===== src/sv/fgfq_pkg.sv =====
// Shared types and constants for the free gap fit query unit.
// No dependencies; every other file of the block imports this package.
`default_nettype none
package fgfq_pkg;

   localparam int POSITIONS_DEF = 1024;
   localparam int POS_W         = 10;
   localparam int SIZE_W        = 10;

   typedef enum logic [3:0] {
      ST_CLEAR,
      ST_IDLE,
      ST_PC_RD,
      ST_PC_EV,
      ST_DN_RD,
      ST_DN_EV,
      ST_WR_P,
      ST_UP_RD,
      ST_UP_EV,
      ST_WR_S,
      ST_Q_RD,
      ST_Q_EV,
      ST_RESP
   } state_type;

   typedef enum logic [2:0] {
      IDX_HOLD,
      IDX_ZERO,
      IDX_POS,
      IDX_POS_M1,
      IDX_POS_P1,
      IDX_INC,
      IDX_DEC
   } idx_op_type;

   typedef enum logic [1:0] {
      WR_ZERO,
      WR_GAP_P,
      WR_GAP_S
   } wr_sel_type;

   typedef struct packed {
      logic       load_item;
      idx_op_type idx_op;
      logic       mem_wr;
      wr_sel_type wr_sel;
      logic       wr_at_pos;
      logic       q_acc;
      logic       load_rsp;
   } cmd_type;

   typedef struct packed {
      logic in_mode;
      logic in_invalid;
      logic rd_nonzero;
      logic idx_zero;
      logic idx_last;
      logic idx_at_pos;
      logic pos_last;
      logic out_free;
   } status_type;

endpackage
`default_nettype wire


===== src/sv/fgfq_controller.sv =====
// Controller state machine: clearing pass, place sequence and query scan.
// Depends on fgfq_pkg; commands fgfq_datapath.
`default_nettype none
module fgfq_controller (
   input  wire logic                 clock,
   input  wire logic                 reset,
   input  wire logic                 req_valid,
   output logic                      req_ready,
   input  wire fgfq_pkg::status_type status,
   output fgfq_pkg::cmd_type         cmd
);
   import fgfq_pkg::*;

   state_type state_ff, state_in;

   always_ff @(posedge clock) begin
      if (reset) begin
         state_ff <= ST_CLEAR;
      end else begin
         state_ff <= state_in;
      end
   end

   always_comb begin
      state_in  = state_ff;
      req_ready = 1'b0;
      cmd       = '{load_item: 1'b0, idx_op: IDX_HOLD, mem_wr: 1'b0, wr_sel: WR_ZERO,
                    wr_at_pos: 1'b0, q_acc: 1'b0, load_rsp: 1'b0};
      case (state_ff)
         ST_CLEAR: begin
            cmd.mem_wr = 1'b1;
            cmd.idx_op = IDX_INC;
            if (status.idx_last) begin
               state_in = ST_IDLE;
            end
         end
         ST_IDLE: begin
            req_ready = 1'b1;
            if (req_valid) begin
               cmd.load_item = 1'b1;
               if (status.in_mode) begin
                  cmd.idx_op = IDX_ZERO;
                  state_in   = ST_Q_RD;
               end else if (!status.in_invalid) begin
                  cmd.idx_op = IDX_POS;
                  state_in   = ST_PC_RD;
               end
            end
         end
         ST_PC_RD: state_in = ST_PC_EV;
         ST_PC_EV: begin
            if (status.rd_nonzero) begin
               state_in = ST_IDLE;
            end else begin
               cmd.idx_op = IDX_POS_M1;
               state_in   = ST_DN_RD;
            end
         end
         ST_DN_RD: state_in = ST_DN_EV;
         ST_DN_EV: begin
            // position 0 always stops the downward search
            if (status.rd_nonzero || status.idx_zero) begin
               state_in = ST_WR_P;
            end else begin
               cmd.idx_op = IDX_DEC;
               state_in   = ST_DN_RD;
            end
         end
         ST_WR_P: begin
            cmd.mem_wr    = 1'b1;
            cmd.wr_sel    = WR_GAP_P;
            cmd.wr_at_pos = 1'b1;
            if (status.pos_last) begin
               state_in = ST_IDLE;
            end else begin
               cmd.idx_op = IDX_POS_P1;
               state_in   = ST_UP_RD;
            end
         end
         ST_UP_RD: state_in = ST_UP_EV;
         ST_UP_EV: begin
            if (status.rd_nonzero) begin
               state_in = ST_WR_S;
            end else if (status.idx_last) begin
               state_in = ST_IDLE;
            end else begin
               cmd.idx_op = IDX_INC;
               state_in   = ST_UP_RD;
            end
         end
         ST_WR_S: begin
            cmd.mem_wr = 1'b1;
            cmd.wr_sel = WR_GAP_S;
            state_in   = ST_IDLE;
         end
         ST_Q_RD: state_in = ST_Q_EV;
         ST_Q_EV: begin
            cmd.q_acc = 1'b1;
            if (status.idx_at_pos) begin
               state_in = ST_RESP;
            end else begin
               cmd.idx_op = IDX_INC;
               state_in   = ST_Q_RD;
            end
         end
         ST_RESP: begin
            // hold until the result register is free
            if (status.out_free) begin
               cmd.load_rsp = 1'b1;
               state_in     = ST_IDLE;
            end
         end
         default: state_in = ST_IDLE;
      endcase
   end

`ifndef SYNTH
   a_ready_idle: assert property (@(posedge clock) disable iff (reset)
      req_ready |-> (state_ff == ST_IDLE)) else $error("ready outside idle");
   a_dn_loop: assert property (@(posedge clock) disable iff (reset)
      (state_ff == ST_DN_EV && !status.rd_nonzero && !status.idx_zero)
      |=> (state_ff == ST_DN_RD)) else $error("downward search left early");
   a_wr_p_once: assert property (@(posedge clock) disable iff (reset)
      (state_ff == ST_WR_P) |=> (state_ff == ST_IDLE || state_ff == ST_UP_RD))
      else $error("bad step after gap write");
`endif

endmodule
`default_nettype wire


===== config.mk =====
export PLATFORM = sky130hd
export DESIGN_NAME = fgfq_controller
export DESIGN_NICKNAME = d
export VERILOG_FILES = /design/src/sv/fgfq_pkg.sv /design/src/sv/fgfq_controller.sv
export SDC_FILE = /design/constraint.sdc
export NUM_CORES = 1
export LEC_CHECK = 0
export BUFFER_PORTS_ARGS = -buffer_cell sky130_fd_sc_hd__buf_2
export CAP_MARGIN = 20
export CORE_UTILIZATION = 30
export CTS_BUF_LIST = sky130_fd_sc_hd__clkbuf_2
export CTS_CLUSTER_DIAMETER = 60
export DETAILED_ROUTE_END_ITERATION = 10
export SYNTH_ARGS = -nofsm -noshare
export SYNTH_HDL_FRONTEND = slang
export SYNTH_SLANG_ARGS = --single-unit

===== constraint.sdc =====
create_clock -name clock -period 4.2 [get_ports clock]
set_input_delay 0.42 -clock clock [delete_from_list [all_inputs] [get_ports clock]]
set_output_delay 0.42 -clock clock [all_outputs]
set_load 0.02 [all_outputs]

After elaboration in Yosys (flattened, before gate mapping)
Cells that the tools add are included.
{"block": "classes", "n_reduce_logical": 4, "muxes": 30, "eq_ne": 16}
{"op": "case mux 4 bit (12 select lines)", "n": 1}
{"op": "2-to-1 mux 4 bit", "n": 7}
{"op": "2-to-1 mux 3 bit", "n": 9}
{"op": "case mux 3 bit (7 select lines)", "n": 1}
{"op": "equality test 4 bit, second input constant", "n": 5}
{"op": "equality test 4 x 3 -> 1 bit, second input constant", "n": 4}
{"op": "equality test 4 x 2 -> 1 bit, second input constant", "n": 2}
{"op": "2-to-1 mux 2 bit", "n": 4}
{"op": "2-to-1 mux 1 bit", "n": 7}
{"op": "!= test 2 bit, second input constant", "n": 3}
{"op": "equality test 4 x 1 -> 1 bit, second input constant", "n": 1}
{"op": "zero test 4 bit", "n": 1}
{"op": "case mux 2 bit (2 select lines)", "n": 1}
{"op": "AND reduction 4 bit", "n": 1}
{"op": "!= test 3 bit, second input constant", "n": 1}
{"op": "OR reduction 3 bit", "n": 1}
{"op": "logical OR 1 bit", "n": 1}
{"block": "totals", "ff_bits": 4, "wordCells": 51}

Longest topological paths before layout
Gate-level depths: netlist of the first run.
{"block": "depth", "ltp_word": 4, "ltp_mapped": 5}

Least setup slack after synthesis of the first run
No wires, ideal clock.
{"block": "synth_timing", "kind": "flip-flop to output port", "from": "register state_ff[3]", "to": "output cmd[7] in the netlist's numbering", "n_path_buf": 1, "required_ps": 3780, "setup_slack_ps": 2093, "t_arrival_ps": 1687, "stages_incl_launch_ff": 5, "cell_sequence": "dfxtp_1 -> buf_6 -> nor4b_2 -> and2_1 -> a22o_1"}
{"item": "start, declared", "line": "fgfq_controller.sv:14", "text": "state_type state_ff, state_in;"}
{"item": "start signal, assigned", "line": "fgfq_controller.sv:20", "text": "state_ff <= state_in;"}
{"item": "end, declared", "line": "fgfq_controller.sv:10", "text": "output fgfq_pkg::cmd_type cmd"}

==> reports/metrics.csv, run 1 <==
stage;metric;value;unit
run_status;status;finished, final reports clean;
worst_setup_path;endpoint;cmd[8];
power_and_ir_drop;ir_drop;142;uV
die;pin_count;22;
clock_tree;clk_transition_reported_paths;40;ps
clock_tree;numCtsBuffers;3;
sta;period_share;0.552;
sta;slew_headroom;0.635;
die;core_area;1590;um2
cells_and_area;seqCellArea;80.1;um2
die;initial_core_util;0.339;
yosys;yosysWarningCount;0;
cells_and_area;area_growth;21.5;%
die;dieArea;1980;um2
sta;period_minus_slack;2320;ps
worst_setup_path;startpoint;state_ff[2]$_SDFFE_PP0P_;
run;max_cap_violations;0;
drt;ant_nets;0;
global_route;grt.total_usage;0.160;
yosys;synthesis.area;541;um2
global_route;grt_pass1_wl;2.35;mm
sta;fmax;431;MHz
cells_and_area;final_cell_mix;21 x buf_2, 10 x nor2_1, 8 x nand2b_1;
yosys;synth_sequential_area_ratio;0.148;
sta;tns;0;ps
drt;drc;0;
cells_and_area;multi_input_comb_area;415;um2
global_route;grt_max_degree;17;
sta;rsz0062_at_grt;no;
worst_setup_path;reg2reg_to;state_ff[2]$_SDFFE_PP0P_;
sta;fin_skew;7.05;ps
clock_tree;cts-root-buf;clkbuf_2;
worst_setup_path;reg2reg_setup_slack;2610;ps
worst_setup_path;cp_data_arrival_time;1900;ps
sta;drv_slew;0;
worst_setup_path;cp_max_fo;16;
power_and_ir_drop;p_leak;0.000261;uW
die;die_h;44.4;um
yosys;ys_ff_latch;4;
global_route;overflow;0;
clock_tree;ctsResizeCount;0;
clock_tree;h-tree-depth;1;
drt;num_vias;636;
worst_setup_path;critical_path_class;register to output pin;
drt;routedWlPerCell;12.5;um
global_route;grt_pass1_vias;512;
clock_tree;cts_setup_buffers;0;
cells_and_area;nets;106;
cells_and_area;layout-drive-gt1-share;0.344;
sta;tightest_slew;547;ps
sta;hold_violations;0;
yosys;syn_area_per_cell;7.30;um2
clock_tree;cts_buffer_depth;2;
drt;viasPerCell;5.44;
global_route;antenna_found_initial;0;
yosys;ys_types;38;
cells_and_area;n_antenna_cell;0;
yosys;syn_nets;85;
die;placementRows;14;
placement;place_hpwl;1.08;mm
sta;timing.hold.ws;442;ps
worst_setup_path;cp-start-kind;register;
worst_hold_path;min_path_type;primary input to register;
clock_tree;holdBufCountCts;0;
worst_setup_path;cp-end-kind;output pin;
worst_setup_path;rr_worst_depth;3;
clock_tree;cts_tree;done;
cells_and_area;nFillCells;168;
worst_setup_path;cp.required;3780;ps
cells_and_area;reg.largest.list;state_ff x4;
worst_setup_path;r2r_start;state_ff[2]$_SDFFE_PP0P_;
clock_tree;cts_sinks;4;
cells_and_area;largest_reg_flops;4;
placement;placement.io_buffers;21;
cells_and_area;layout_commonest_cell;buf_2;
placement;place.gp.congestion;0.810;
power_and_ir_drop;power_density;264;nW/um2
cells_and_area;top_register;state_ff;
yosys;synth_cells;74;
clock_tree;clk_latency;210;ps
die;die_width;44.4;um
drt;first_pass_iters;4;
drt;drtIter0Drc;18;
drt;wl;1.46;mm
sta;finalSetupViolations;0;
[worst min path at each step]
| stage | endpoint | cells after the start | slack (ps) | from |
|---|---|---|---|---|
| final | state_ff[1]$_SDFFE_PP0P_ | 2 | 440 | reset |
| after global routing | state_ff[1]$_SDFFE_PP0P_ | 2 | 410 | reset |
| after CTS | state_ff[1]$_SDFFE_PP0P_ | 2 | 430 | reset |
| after detailed placement | state_ff[1]$_SDFFE_PP0P_ | 2 | 660 | reset |
| after global placement | state_ff[1]$_SDFFE_PP0P_ | 2 | 660 | reset |
| after floorplan | state_ff[1]$_SDFFE_PP0P_ | 1 | 490 | reset |
[cell usage after synthesis]
| master | number | area share |
|---|---|---|
| a21boi_0 | 1 | 0.014 |
| a21o_1 | 1 | 0.014 |
| a21oi_1 | 3 | 0.028 |
| a22o_1 | 1 | 0.016 |
| a2bb2oi_1 | 1 | 0.016 |
| a311oi_2 | 1 | 0.028 |
| a31oi_1 | 1 | 0.012 |
| a41o_1 | 1 | 0.019 |
| a41oi_2 | 1 | 0.030 |
| and2_1 | 1 | 0.012 |
| buf_2 | 3 | 0.028 |
| buf_4 | 1 | 0.014 |
| buf_6 | 1 | 0.021 |
| dfxtp_1 | 4 | 0.15 |
| inv_1 | 3 | 0.021 |
| nand2_1 | 6 | 0.042 |
| nand2b_1 | 8 | 0.093 |
| nand2b_4 | 1 | 0.025 |
| nand3_1 | 1 | 0.0093 |
| nor2_1 | 10 | 0.069 |
| nor3_1 | 2 | 0.019 |
| nor4b_2 | 1 | 0.028 |
| o211ai_1 | 2 | 0.028 |
| o211ai_2 | 1 | 0.023 |
| o21ai_0 | 3 | 0.028 |
| o21bai_1 | 1 | 0.014 |
| o221a_2 | 1 | 0.021 |
| o221ai_1 | 1 | 0.016 |
| o22a_1 | 1 | 0.016 |
| o22ai_1 | 1 | 0.012 |
| o31a_1 | 1 | 0.016 |
| o31ai_1 | 1 | 0.014 |
| o32ai_1 | 1 | 0.016 |
| or2_1 | 1 | 0.012 |
| or2_2 | 1 | 0.012 |
| or2b_1 | 1 | 0.014 |
| or3_1 | 3 | 0.035 |
| or4_4 | 1 | 0.021 |
[metrics by stage]
step / setup WS, ps / total power (uW) / instances / util / instance area (um2)
floorplan: 2090 / 114 / 74 / - / 541
global placement: 2190 / 140 / 114 / 0.403 / 642
detailed placement: 2150 / 138 / 114 / 0.403 / 642
CTS: 1900 / 176 / 117 / 0.412 / 657
global route: 1760 / 189 / 117 / 0.412 / 657
finish: 1880 / 174 / 117 / 0.412 / 657
[where the power goes]
part           switching [uW]  internal (uW)  total, uW
Sequential               10.5           41.3       51.8
Clock                    16.5           19.2       35.8
Combinational            48.5           37.7       86.2
[routing by layer]
| metal | GRT usage | up-vias | share of wire |
|---|---|---|---|
| li1 | - | 316 | - |
| met1 | 0.220 | 298 | 0.47 |
| met2 | 0.232 | 22 | 0.47 |
| met3 | 0.0531 | 0 | 0.053 |
| met4 | 0.0545 | 0 | 0 |
| met5 | 0 | - | 0 |
[critical path, stage by stage (launching register included)]
cell	delay, ps
dfxtp_1	660
nand2b_1	250
or3_1	430
o211ai_1	110
a21o_1	100
buf_2	150
[kinds of logic (layout without fill, tap and decap cells)]
| family | after synthesis | in the layout | synth area share |
|---|---|---|---|
| AOI/OAI and AO/OA | 25 | 25 | 0.380 |
| and+or+nand+nor | 37 | 37 | 0.389 |
| DFF | 4 | 4 | 0.148 |
| buffers and inverters | 8 | 27 | 0.0833 |
[area by class of cell]
cell class | instances | share of cell area
Clock buffer | 3 | 0.0229
Inverter | 3 | 0.0171
Multi-Input combinational cell | 62 | 0.632
Sequential cell | 4 | 0.122
Tap cell | 24 | 0.0457
Timing Repair Buffer | 21 | 0.160
No activity file was read; power rests on OpenSTA's default activity.
==> run 2: changes to the inputs <==
Clock period 4.2 ns to 2.1 ns, I/O delays scaled along.
==> reports/metrics.csv, run 2 (synthesized netlist as in run 1, its figures left out) <==
stage;metric;value;unit
cells_and_area;instances_no_fill;119;
sta;fin_skew;8.06;ps
die;die_h;44.4;um
clock_tree;cts_tree;done;
cells_and_area;nets;108;
cells_and_area;reg.largest.list;state_ff x4;
drt;first_pass_iters;4;
drt;ant_nets;0;
sta;rsz0062_at_grt;no;
power_and_ir_drop;total_power;345;uW
global_route;grt_max_degree;13;
sta;period_minus_slack;1970;ps
cells_and_area;top_register;state_ff;
cells_and_area;layout_commonest_cell;buf_2;
cells_and_area;seqCellArea;81.3;um2
drt;routedWlPerCell;12.1;um
die;pin_count;22;
worst_setup_path;cp_top_family;simple AND/OR/NAND/NOR gates;
clock_tree;clk_latency;210;ps
clock_tree;cts_buffer_depth;2;
worst_setup_path;worst_path_largest_cell_delay;440;ps
sta;period_share;0.940;
drt;drtIter0Drc;19;
power_and_ir_drop;p_leak;0.000271;uW
power_and_ir_drop;power_density;512;nW/um2
power_and_ir_drop;ir_drop;460;uV
global_route;grt_pass1_vias;540;
die;placementRows;14;
drt;viasPerCell;5.26;
sta;finalSetupViolations;0;
sta;tightest_slew;395;ps
sta;drv_slew;0;
worst_setup_path;cp.required;1890;ps
global_route;antenna_found_initial;0;
clock_tree;h-tree-depth;1;
worst_setup_path;critical_path_class;register to output pin;
die;dieArea;1980;um2
sta;fmax;507;MHz
cells_and_area;nFillCells;168;
global_route;grt.total_usage;0.155;
worst_setup_path;critPathBufInv;1;
global_route;grt_pass1_wl;2.33;mm
sta;hold_violations;0;
cells_and_area;final_cell_mix;21 x buf_2, 10 x nor2_1, 8 x nand2b_1;
worst_hold_path;min_path_type;primary input to register;
cells_and_area;largest_reg_flops;4;
placement;place_hpwl;1.10;mm
worst_setup_path;cp-start-kind;register;
worst_setup_path;cp_max_fo;11;
placement;place_inst;116;
cells_and_area;n_antenna_cell;0;
sta;timing.final.ws_setup;127;ps
drt;wl;1.43;mm
placement;place.gp.congestion;0.872;
cells_and_area;final_util;0.422;
global_route;overflow;0;
worst_setup_path;cp-end-kind;output pin;
clock_tree;cts_setup_buffers;0;
run_status;status;finished, final reports clean;
worst_setup_path;path_cells;or2_2 > or4_4 > o211ai_1 > a21o_1 > buf_2;
run;max_cap_violations;0;
clock_tree;clk_transition_reported_paths;40;ps
sta;tns;0;ps
placement;post-place-ws;338;ps
die;core_area;1590;um2
clock_tree;cts_sinks;4;
worst_setup_path;cp_data_arrival_time;1760;ps
drt;drc;0;
cells_and_area;multi_input_comb_area;415;um2
clock_tree;cts-root-buf;clkbuf_2;
worst_setup_path;slowest_stage;or4_4;
die;die_width;44.4;um
placement;placement.io_buffers;21;
cells_and_area;area_growth;24.5;%
die;initial_core_util;0.339;
clock_tree;numCtsBuffers;3;
sta;slew_headroom;0.736;
drt;num_vias;626;
cells_and_area;layout-drive-gt1-share;0.368;
run 2: cell count changes in the layout (fill, tap and decap cells not counted):
cell,previous run,this run
dfxtp_2,0,1
buf_4,0,2
dfxtp_1,4,3
run 2: worst paths after layout:
check                      startpoint                       end  slack, ps  depth (start not counted)
min                             reset  state_ff[1]$_SDFFE_PP0P_        230                          2
min reg2reg  state_ff[3]$_SDFFE_PP0P_  state_ff[3]$_SDFFE_PP0P_        730                          3
max          state_ff[0]$_SDFFE_PP0P_                    cmd[8]        130                          5
max reg2reg  state_ff[0]$_SDFFE_PP0P_  state_ff[1]$_SDFFE_PP0P_        620                          3
run 2: stage by stage:
step                      area, um2  hold slack, ps
final                           673             235
after global routing            673             221
after CTS                       672             227
after detailed placement        657             441
after global placement          657             452
after floorplan                 541             278
run 2: final cells by class:
cell class,instances,area share
multi-input cells,62,0.617
repair buffers,23,0.178
flip-flops and latches,4,0.121
well taps,24,0.0446
clock buffers,3,0.0223
inverters,3,0.0167
run 2: repair_timing:
item                                    4_1_cts  5_1_grt
gates resized for setup                       0        1
endpoints found under the setup margin        0        1
hold buffers                                  0        0
run 2: layer usage:
layer,global-route usage,up-vias,part of all wire
li1,-,315,-
met1,0.211,295,0.47
met2,0.247,16,0.49
met3,0.0490,0,0.045
met4,0.0182,0,0
met5,0,-,0
run 2: power breakdown:
part           internal (uW)  total [uW]  switching, uW
clock                   38.3        67.9           29.6
combinational           77.1         175           98.3
sequential              82.8         101           18.4
total                    198         345            146
